[src/alee_pkg.sv]
// shared types and constants for the array list edit engine
// no dependencies; imported by alee_ram and array_list_edit_engine
package alee_pkg;

  localparam int SLOT_W = 4;
  localparam int VAL_W  = 32;
  localparam int REQ_W  = 3;
  localparam int STAT_W = 2;

  typedef enum logic [REQ_W-1:0] {
    REQ_INSERT  = 3'd0,
    REQ_DELETE  = 3'd1,
    REQ_REVERSE = 3'd2,
    REQ_SEARCH  = 3'd3,
    REQ_DISPLAY = 3'd4
  } req_e;

  typedef enum logic [STAT_W-1:0] {
    STAT_OK       = 2'd0,
    STAT_BADPOS   = 2'd1,
    STAT_NOTFOUND = 2'd2
  } status_e;

  typedef enum logic [3:0] {
    ST_IDLE,
    ST_INS_MV,
    ST_INS_PUT,
    ST_DEL_MV,
    ST_DEL_CLR,
    ST_REV_RA,
    ST_REV_RB,
    ST_REV_WA,
    ST_REV_WB,
    ST_SRCH,
    ST_DSP_OUT,
    ST_RESP
  } state_e;

endpackage

[src/alee_ram.sv]
// entry store: one write port, one registered read port, per-entry valid bits
// depends on alee_pkg; entries never written read as zero
module alee_ram
  import alee_pkg::*;
#(
  parameter int DEPTH = 8
) (
  input  logic                     clk_i,
  input  logic                     rst_ni,
  input  logic                     we_i,
  input  logic [$clog2(DEPTH)-1:0] waddr_i,
  input  logic [VAL_W-1:0]         wdata_i,
  input  logic                     re_i,
  input  logic [$clog2(DEPTH)-1:0] raddr_i,
  output logic [VAL_W-1:0]         rdata_o
);

  logic [VAL_W-1:0] mem_q [DEPTH];
  logic [DEPTH-1:0] vld_q;
  logic [VAL_W-1:0] rd_q;
  logic             rd_vld_q;

  always_ff @(posedge clk_i) begin
    if (we_i) begin
      mem_q[waddr_i] <= wdata_i;
    end
    if (re_i) begin
      rd_q <= mem_q[raddr_i];
    end
  end

  always_ff @(posedge clk_i or negedge rst_ni) begin
    if (!rst_ni) begin
      vld_q    <= '0;
      rd_vld_q <= 1'b0;
    end else begin
      if (we_i) begin
        vld_q[waddr_i] <= 1'b1;
      end
      if (re_i) begin
        rd_vld_q <= vld_q[raddr_i];
      end
    end
  end

  assign rdata_o = rd_vld_q ? rd_q : '0;

endmodule

[src/array_list_edit_engine.sv]
// array list edit engine: insert, delete, reverse, search and display on DEPTH words
// insert shifts entries up from the tail then writes; delete shifts down then clears the last
// a bad request goes straight to the response; display beats go out while the sink keeps up
// throughput: one request at a time, next accepted in the cycle after the last beat is loaded
// reset: all entries read zero right after reset via per-entry valid bits, no clearing pass
// depends on alee_pkg and alee_ram
module array_list_edit_engine
  import alee_pkg::*;
#(
  parameter int DEPTH = 8
) (
  input  logic        clk_i,
  input  logic        rst_ni,
  // request channel
  input  logic        s_axis_tvalid,
  output logic        s_axis_tready,
  input  logic [39:0] s_axis_tdata,   // slot [3:0], item_value [35:4], zero pad [39:36]
  input  logic [2:0]  s_axis_tuser,   // req_type [2:0]
  // result channel
  output logic        m_axis_tvalid,
  input  logic        m_axis_tready,
  output logic [39:0] m_axis_tdata,   // status [1:0], found_slot [5:2], entry_value [37:6],
                                      // zero pad [39:38]
  output logic        m_axis_tlast    // last beat of the request
);

  localparam int AW = $clog2(DEPTH);
  localparam logic [AW-1:0] LAST    = AW'(DEPTH - 1);
  localparam logic [AW-1:0] LAST_M1 = AW'(DEPTH - 2);
  localparam logic [AW-1:0] HALF_M1 = AW'(DEPTH / 2 - 1);

  // request fields
  logic [REQ_W-1:0]  req_type;
  logic [SLOT_W-1:0] slot;
  logic [VAL_W-1:0]  item_value;
  logic              in_fire;
  logic              pos_ok;
  logic [31:0]       slot_m1;
  logic [AW-1:0]     k_in;

  assign req_type   = s_axis_tuser;
  assign slot       = s_axis_tdata[SLOT_W-1:0];
  assign item_value = s_axis_tdata[SLOT_W+VAL_W-1:SLOT_W];
  assign in_fire    = s_axis_tvalid && s_axis_tready;
  assign pos_ok     = (slot != '0) && (32'(slot) <= 32'(DEPTH));
  assign slot_m1    = 32'(slot) - 32'd1;
  assign k_in       = slot_m1[AW-1:0];   // zero-based position, meaningful only when pos_ok

  // sequencer state
  state_e            state_q, state_d;
  logic [AW-1:0]     idx_q, idx_d;       // walking entry index
  logic [AW-1:0]     k_q, k_d;           // insert target index
  logic [VAL_W-1:0]  val_q, val_d;       // request value, or swap temp during reverse
  status_e           st_q, st_d;         // pending single-beat status
  logic [SLOT_W-1:0] fslot_q, fslot_d;   // pending found position

  // output register
  logic              out_vld_q;
  logic [STAT_W-1:0] out_status_q;
  logic [SLOT_W-1:0] out_slot_q;
  logic [VAL_W-1:0]  out_val_q;
  logic              out_last_q;
  logic              out_free;
  logic              out_load;
  logic [STAT_W-1:0] out_status_d;
  logic [SLOT_W-1:0] out_slot_d;
  logic [VAL_W-1:0]  out_val_d;
  logic              out_last_d;

  // ram port
  logic              ram_we;
  logic [AW-1:0]     ram_waddr;
  logic [VAL_W-1:0]  ram_wdata;
  logic              ram_re;
  logic [AW-1:0]     ram_raddr;
  logic [VAL_W-1:0]  ram_rdata;

  // derived indexes
  logic [AW-1:0]     idx_inc;
  logic [AW-1:0]     idx_dec;
  logic [AW-1:0]     idx_mir;            // mirror index for reverse
  logic [31:0]       idx_pos;            // one-based position of idx_q

  assign idx_inc = idx_q + AW'(1);
  assign idx_dec = idx_q - AW'(1);
  assign idx_mir = LAST - idx_q;
  assign idx_pos = 32'(idx_q) + 32'd1;

  assign out_free      = !out_vld_q || m_axis_tready;
  assign s_axis_tready = (state_q == ST_IDLE);

  alee_ram #(
    .DEPTH(DEPTH)
  ) u_ram (
    .clk_i   (clk_i),
    .rst_ni  (rst_ni),
    .we_i    (ram_we),
    .waddr_i (ram_waddr),
    .wdata_i (ram_wdata),
    .re_i    (ram_re),
    .raddr_i (ram_raddr),
    .rdata_o (ram_rdata)
  );

  always_ff @(posedge clk_i or negedge rst_ni) begin
    if (!rst_ni) begin
      state_q   <= ST_IDLE;
      out_vld_q <= 1'b0;
    end else begin
      state_q <= state_d;
      if (out_load) begin
        out_vld_q <= 1'b1;
      end else if (m_axis_tready) begin
        out_vld_q <= 1'b0;
      end
    end
  end

  always_ff @(posedge clk_i) begin
    idx_q   <= idx_d;
    k_q     <= k_d;
    val_q   <= val_d;
    st_q    <= st_d;
    fslot_q <= fslot_d;
    if (out_load) begin
      out_status_q <= out_status_d;
      out_slot_q   <= out_slot_d;
      out_val_q    <= out_val_d;
      out_last_q   <= out_last_d;
    end
  end

  always_comb begin
    state_d      = state_q;
    idx_d        = idx_q;
    k_d          = k_q;
    val_d        = val_q;
    st_d         = st_q;
    fslot_d      = fslot_q;
    ram_we       = 1'b0;
    ram_waddr    = idx_q;
    ram_wdata    = ram_rdata;
    ram_re       = 1'b0;
    ram_raddr    = idx_q;
    out_load     = 1'b0;
    out_status_d = STAT_OK;
    out_slot_d   = '0;
    out_val_d    = '0;
    out_last_d   = 1'b1;

    case (state_q)
      ST_IDLE: begin
        if (in_fire) begin
          val_d   = item_value;
          k_d     = k_in;
          fslot_d = '0;
          st_d    = STAT_OK;
          case (req_type)
            REQ_INSERT: begin
              if (!pos_ok) begin
                st_d    = STAT_BADPOS;
                state_d = ST_RESP;
              end else if (k_in == LAST) begin
                state_d = ST_INS_PUT;
              end else begin
                // shift from the tail downward
                ram_re    = 1'b1;
                ram_raddr = LAST_M1;
                idx_d     = LAST_M1;
                state_d   = ST_INS_MV;
              end
            end
            REQ_DELETE: begin
              if (!pos_ok) begin
                st_d    = STAT_BADPOS;
                state_d = ST_RESP;
              end else if (k_in == LAST) begin
                state_d = ST_DEL_CLR;
              end else begin
                ram_re    = 1'b1;
                ram_raddr = k_in + AW'(1);
                idx_d     = k_in + AW'(1);
                state_d   = ST_DEL_MV;
              end
            end
            REQ_REVERSE: begin
              idx_d   = '0;
              state_d = ST_REV_RA;
            end
            REQ_SEARCH: begin
              ram_re    = 1'b1;
              ram_raddr = '0;
              idx_d     = '0;
              state_d   = ST_SRCH;
            end
            REQ_DISPLAY: begin
              ram_re    = 1'b1;
              ram_raddr = '0;
              idx_d     = '0;
              state_d   = ST_DSP_OUT;
            end
            default: begin
              st_d    = STAT_BADPOS;
              state_d = ST_RESP;
            end
          endcase
        end
      end

      // read data holds entry idx; it moves to idx+1 while idx-1 is fetched
      ST_INS_MV: begin
        ram_we    = 1'b1;
        ram_waddr = idx_inc;
        ram_wdata = ram_rdata;
        if (idx_q == k_q) begin
          state_d = ST_INS_PUT;
        end else begin
          ram_re    = 1'b1;
          ram_raddr = idx_dec;
          idx_d     = idx_dec;
        end
      end

      ST_INS_PUT: begin
        ram_we    = 1'b1;
        ram_waddr = k_q;
        ram_wdata = val_q;
        st_d      = STAT_OK;
        state_d   = ST_RESP;
      end

      // read data holds entry idx; it moves to idx-1 while idx+1 is fetched
      ST_DEL_MV: begin
        ram_we    = 1'b1;
        ram_waddr = idx_dec;
        ram_wdata = ram_rdata;
        if (idx_q == LAST) begin
          state_d = ST_DEL_CLR;
        end else begin
          ram_re    = 1'b1;
          ram_raddr = idx_inc;
          idx_d     = idx_inc;
        end
      end

      ST_DEL_CLR: begin
        ram_we    = 1'b1;
        ram_waddr = LAST;
        ram_wdata = '0;
        st_d      = STAT_OK;
        state_d   = ST_RESP;
      end

      // swap one pair: fetch front, fetch back, write front, write back
      ST_REV_RA: begin
        ram_re    = 1'b1;
        ram_raddr = idx_q;
        state_d   = ST_REV_RB;
      end

      ST_REV_RB: begin
        ram_re    = 1'b1;
        ram_raddr = idx_mir;
        val_d     = ram_rdata;
        state_d   = ST_REV_WA;
      end

      ST_REV_WA: begin
        ram_we    = 1'b1;
        ram_waddr = idx_q;
        ram_wdata = ram_rdata;
        state_d   = ST_REV_WB;
      end

      ST_REV_WB: begin
        ram_we    = 1'b1;
        ram_waddr = idx_mir;
        ram_wdata = val_q;
        if (idx_q == HALF_M1) begin
          st_d    = STAT_OK;
          state_d = ST_RESP;
        end else begin
          idx_d   = idx_inc;
          state_d = ST_REV_RA;
        end
      end

      // one compare per cycle, lowest position wins
      ST_SRCH: begin
        if (ram_rdata == val_q) begin
          st_d    = STAT_OK;
          fslot_d = idx_pos[SLOT_W-1:0];
          state_d = ST_RESP;
        end else if (idx_q == LAST) begin
          st_d    = STAT_NOTFOUND;
          fslot_d = '0;
          state_d = ST_RESP;
        end else begin
          ram_re    = 1'b1;
          ram_raddr = idx_inc;
          idx_d     = idx_inc;
        end
      end

      // read data stays put until the beat is loaded
      ST_DSP_OUT: begin
        if (out_free) begin
          out_load     = 1'b1;
          out_status_d = STAT_OK;
          out_slot_d   = idx_pos[SLOT_W-1:0];
          out_val_d    = ram_rdata;
          out_last_d   = (idx_q == LAST);
          if (idx_q == LAST) begin
            state_d = ST_IDLE;
          end else begin
            ram_re    = 1'b1;
            ram_raddr = idx_inc;
            idx_d     = idx_inc;
          end
        end
      end

      ST_RESP: begin
        if (out_free) begin
          out_load     = 1'b1;
          out_status_d = st_q;
          out_slot_d   = fslot_q;
          out_val_d    = '0;
          out_last_d   = 1'b1;
          state_d      = ST_IDLE;
        end
      end

      default: begin
        state_d = ST_IDLE;
      end
    endcase
  end

  assign m_axis_tvalid = out_vld_q;
  assign m_axis_tlast  = out_last_q;
  assign m_axis_tdata  = {2'b00, out_val_q, out_slot_q, out_status_q};

endmodule
[config.mk]
export PLATFORM = sky130hd
export DESIGN_NAME = array_list_edit_engine
export DESIGN_NICKNAME = d
export VERILOG_FILES = /design/src/alee_pkg.sv /design/src/alee_ram.sv /design/src/array_list_edit_engine.sv
export SDC_FILE = /design/constraint.sdc
export NUM_CORES = 1
export LEC_CHECK = 0
export BUFFER_PORTS_ARGS = -buffer_cell sky130_fd_sc_hd__buf_2
export CAP_MARGIN = 5
export CELL_PAD_IN_SITES_DETAIL_PLACEMENT = 0
export CELL_PAD_IN_SITES_GLOBAL_PLACEMENT = 1
export CORE_MARGIN = 1
export CORE_UTILIZATION = 50
export DETAILED_ROUTE_END_ITERATION = 16
export PLACE_DENSITY_LB_ADDON = 0.3
export SYNTH_ARGS = -nofsm -noshare
export SYNTH_HDL_FRONTEND = slang
export SYNTH_SLANG_ARGS = --single-unit
[constraint.sdc]
create_clock -name clk_i -period 10 [get_ports clk_i]
set_clock_uncertainty 0.15 [all_clocks]
set_input_delay 0 -clock clk_i [delete_from_list [all_inputs] [get_ports clk_i]]
set_output_delay 0 -clock clk_i [all_outputs]
set_load 0.02 [all_outputs]
# --- After elaboration in Yosys (flattened, before gate mapping) ---
# Memory sizes are Yosys's and may differ from the RTL's. A register that Yosys moved wholly into a read port is not among the register bits.
# Cells that the tools add are included.
op_classes:
  n_addsub: 6
  n_mux: 68
  reduce_logical: 29
  order_cmp: 4
  bitwise: 1
  eq_ne: 30
op_table:
  columns: ["operator", "count"]
  rows:
  - ["$pmux W32 S2", 2]
  - ["$mux W32", 2]
  - ["$mux W4", 15]
  - ["$pmux W4 S11", 1]
  - ["$mux W3", 12]
  - ["$pmux W3 S6", 2]
  - ["$eq A32 B32 Y1", 1]
  - ["$pmux W4 S5", 1]
  - ["$pmux W3 S3", 2]
  - ["$mux W1", 17]
  - ["$eq A4 B3 Y1 const B", 4]
  - ["$eq A4 B4 Y1 const B", 4]
  - ["$pmux W4 S2", 2]
  - ["$pmux W3 S5", 1]
  - ["$ne A2 B2 Y1 const B", 7]
  - ["$reduce_or A2 Y1", 6]
  - ["$mux W2", 5]
  - ["$eq A3 B2 Y1 const B", 3]
  - ["$eq A3 B3 Y1 const B", 3]
  - ["$eq A4 B2 Y1 const B", 2]
  - ["$lt A3 B4 Y1 const B", 2]
  - ["$or A8 B8 Y8", 1]
  - ["$pmux W2 S4", 1]
  - ["$reduce_and A2 Y1", 4]
  - ["29 further kinds", 38]
word_totals:
  word_cells: 152
  mem_count: 1
  ff_bits: 97
  ramBits: 256
mem_list:
  columns: ["memory", "depth", "word_bits", "rd", "rd_clocked_by_memory_dff", "write_ports", "line_no", "text"]
  rows:
  - ["u_ram.mem_q", 8, 32, 1, 1, 1, "alee_ram.sv:18", "logic [VAL_W-1:0] mem_q [DEPTH];"]

# --- Longest topological paths before layout ---
logic_depth:
  ltp_word: 9
  depth_mapped: 15
  depth_no_buf: 13

# --- By module ---
# A second synthesis with hierarchy kept.
unflattened:
  hier_cells: 1008
  area_unflattened_um2: 16955.0
modules_own_cells:
  columns: ["module", "area_each_um2", "cells_each", "seq_area_each_um2", "instances"]
  rows:
  - ["alee_ram", 11298.3, 475, 8873.5, 1]
  - ["array_list_edit_engine", 5656.7, 533, 2617.5, 1]

# --- Least setup slack after synthesis ---
# OpenSTA, ideal clock, no wires.
synth_timing:
  path_kind: "reg-to-reg"
  from: "reg u_ram.rd_vld_q"
  to: "reg u_ram.rd_q[0] (read register of u_ram.mem_q) (enable)"
  arrival_ns: 3.867
  setup_ns: 0.470
  path_stages_with_launch: 10
  n_path_buf: 2
  period_less_slack_ns: 4.488
  slack_ns: 5.512
  t_required_ns: 9.380
  path_cell_list: "dfrtp_1 -> buf_4 -> buf_2 -> nand4b_1 -> nor2_1 -> o32ai_1 -> nor4_4 -> nand2_2 -> nand2_1 -> o21ai_0"
synth_between:
  elab_chain_len: 4
  elab_cells_between_ends: 6
  cone_classes: "eq/ne (1); mux (5)"
synth_lines:
  columns: ["item", "line_no", "text"]
  rows:
  - ["from (decl)", "alee_ram.sv:21", "logic rd_vld_q;"]
  - ["from (signal assigned)", "alee_ram.sv:41", "rd_vld_q <= vld_q[raddr_i];"]
  - ["$mux W32", "alee_ram.sv:46", "assign rdata_o = rd_vld_q ? rd_q : '0;"]
  - ["$eq A32 B32 Y1", "array_list_edit_engine.sv:290", "if (ram_rdata == val_q) begin"]
  - ["$mux W1", "array_list_edit_engine.sv:290", null]
  - ["$pmux W1 S6", "array_list_edit_engine.sv:151", "case (state_q)"]
  - ["net ram_re", "array_list_edit_engine.sv:74", "logic ram_re;"]
  - ["to (decl)", "alee_ram.sv:20", "logic [VAL_W-1:0] rd_q;"]
# The timed path passes the listed nets, and every way through them passes these cells.
# A chain may end at the register's enable or synchronous reset.

# --- Final worst setup path ---
layout_timing:
  from: "reg u_ram.rd_vld_q"
  to: "reg state_q[0]"
layout_between:
  elab_chain_len: 4
  elab_cells_between_ends: 6
  cone_classes: "eq/ne (2); mux (3); reduce/logical (1)"
layout_lines:
  columns: ["item", "line_no", "text"]
  rows:
  - ["$mux W32 *", "alee_ram.sv:46", null]
  - ["$eq A32 B32 Y1 *", "array_list_edit_engine.sv:290", null]
  - ["$mux W4 or $ne A3 B3 Y1 (tied branches)", null, null]
  - ["$pmux W4 S11 or $reduce_and A7 Y1 (tied branches)", null, null]
  - ["to (signal assigned)", "array_list_edit_engine.sv:110", "state_q <= state_d;"]
  - ["to (decl)", "array_list_edit_engine.sv:50", "state_e state_q, state_d;"]
# Mark *: on every way between the ends. The rest lies on a longest branch, timed or not.

==> qor.txt <==
Reg area -> 11500 um2
Yosys warnings -> 0
Die footprint -> 35100 um2
Die W -> 187 um
Mux contribution to synthesized area -> 0.0798
Unrepaired setup endpoints after global routing -> false
Max-Cap Viols -> 0
CP Class -> register to register
Hold-fix buffer count after cts -> 44
DR pass1 iterations -> 6
Synth Area in Compound Gates -> 0.115
Initial antenna violation count -> 0
CTS Buffer Depth -> 3
Top_reg_cell synth -> edfxtp_1
GP Congestion -> 0.913
Rows -> 67
Final ANT Viol Nets -> 0
Antenna diode count -> 0
Post-synthesis simple-gate area fraction -> 0.0915
Post-Synthesis Cells -> 1248
Largest net degree at the start of global routing -> 131
Synth Area in XOR/XNOR -> 0.0138
Seq/Total Area, Yosys -> 0.669
Setup crit start kind -> register
Slew @ Worst Pin -> 1.14 ns
IO buf count -> 83
CTS buffer count -> 41
Drt wl/cell -> 22.7 um
# IOs -> 90
Period utilization -> 0.515
Worst Path Required -> 10.32 ns
Fmax -> 0.194 GHz
Final Hold Viols -> 0
Cell area after synthesis -> 17200 um2
Number of synthesized register bits -> 385
Via-to-Cell Ratio -> 5.94
Post-synth EDFFs -> 371
Core box area -> 33700 um2
# fillers -> 2674
Routed wire length -> 42000 um
Detailed Place HPWL -> 24000 um
Fraction of registers with async set/reset -> 0.0364
Footprint of the multi-input gates -> 5380 um2
Root buffer cell -> clkbuf_16
HP Class -> primary input to register
Starting Density -> 0.510
Share of layout cells above drive strength 1 -> 0.166
Drt first-iter violations -> 979
CTS resizes -> 0
Worst Path Arrival -> 5.47 ns
Placed cells -> 1726
Largest family of logic cells by synthesized area -> compound AO/OA/AOI/OAI gates
GRT overflow -> 0
All-Layer GR Usage -> 0.241
Clock-pin slew on the worst setup and hold paths -> 0.06 ns
Synth unique cells -> 69
Final Max Slew Viols -> 0
Avg Cell Area, Syn -> 13.8 um2
First-pass GRT wire length -> 63700 um
Die height -> 187 um
Outcome -> finished clean
Final TNS setup -> 0 ns
Fin cells -> 1846
Nets@finish -> 1421
Final setup vio count -> 0
DR DRC count -> 0
Max FO, Critical Path -> 67
Worst Setup End Kind -> register
Max_slew headroom -> 0.238
Sink Count -> 385
Vias in the first global route -> 10600
Area delta synth->final -> 15.5%
Max H-tree Level -> 2
Adder-cell share of the synthesized area -> 0.00655
Tmin final -> 5.15 ns
Post-CTS setup buffers -> 0
CTS tree -> done
Clk_lat worst skew -> 0.55 ns
Vias -> 11000
Commonest non-fill, non-tap cell in the layout -> edfxtp_1
Most frequent cells in the layout -> 371 x edfxtp_1, 143 x nand2_1, 132 x mux2i_1, 102 x o21ai_0, 87 x nor2_1
## cell type report
type / instances / share of cell area
inverter: 17 / 0.00322
tap: 448 / 0.0282
clock buffer: 48 / 0.0541
timing repair buffer: 146 / 0.0509
multi-input combinational: 774 / 0.271
clock inverter: 28 / 0.0132
sequential: 385 / 0.579
## final timing paths
path	endpoint	start	slack, ns	cells past startpoint
max	state_q[0]	u_ram.rd_vld_q	4.85	13
min	st_q[0]	s_axis_tuser[0]	0.05	3
max reg2reg	state_q[0]	u_ram.rd_vld_q	4.85	13
min reg2reg	u_ram.vld_q[3]	u_ram.vld_q[3]	0.31	1
max in group asynchronous	u_ram.rd_vld_q	rst_ni	8.73	3
min in group asynchronous	u_ram.vld_q[2]	rst_ni	0.47	3
## critical path, stage by stage, from the launching register on
cell and delay, ns:
dfrtp_2 0.55, buf_4 0.65, nand4b_1 0.17, a2bb2oi_1 0.18
a22o_1 0.24, nor4_4 0.53, nand2_2 0.17, nand2_1 0.28
o22ai_1 0.15, a311oi_1 0.67, nand2_1 0.08, dlygate4sd3_1 0.57
o21ai_0 0.07, dlygate4sd3_1 0.57
## synth_stat cells (all sizes together) (8+ instances only)
master | n | area (um2)
edfxtp | 371 | 11100
nand2 | 146 | 551
mux2i | 132 | 1320
o21ai | 104 | 524
nor2 | 95 | 357
clkbuf | 38 | 143
a221oi | 36 | 503
a22o | 36 | 315
buf | 35 | 206
xnor2 | 21 | 184
a21oi | 19 | 95.1
inv | 15 | 56.3
nand4b | 15 | 131
dfrtp | 14 | 350
nand3 | 14 | 70.1
nand4 | 13 | 81.3
nor3 | 11 | 55.1
a2bb2oi | 10 | 87.6
nor2b | 10 | 62.6
ha | 9 | 113
or2 | 9 | 56.3
o22ai | 8 | 50.1
## sequential cells by signal (all words and copies together) (netlist names), 4 cells and up
register and cells:
fslot_q 4, out_slot_q 4, out_val_q 32, state_q 4
u_ram.mem_q 256, u_ram.rd_q 32, u_ram.vld_q 8, val_q 32
## per-layer routing
metal	vias up	GRT usage	routed length, um
met5	-	0	0
met4	0	0.0719	901
met3	60	0.0347	2310
met2	340	0.403	20600
met1	5533	0.327	18200
li1	5031	-	-
## kinds of logic after synthesis
kind of cell,count (synthesis)
DFF,385
AOI/OAI and AO/OA,261
other,1
buffers and inverters,90
muxes,136
and+or+nand+nor,339
xor gates and xnor gates,27
adders and majority gates,9
## per-stage QoR
| stage | instance area (um2) | hold WS [ns] | utilization | setup slack (ns) |
|---|---|---|---|---|
| floorplan | 17200 | -0.446 | - | 5.51 |
| global placement | 18100 | -0.226 | 0.536 | 5.05 |
| detailed placement | 18100 | -0.211 | 0.536 | 5.00 |
| CTS | 19800 | 0.0318 | 0.589 | 4.90 |
| global route | 19800 | 0.0960 | 0.589 | 4.57 |
| finish | 19800 | 0.0459 | 0.589 | 4.85 |
Power is not shown: default switching activity piles up to over one toggle a cycle in this logic, so the estimate is an artifact.
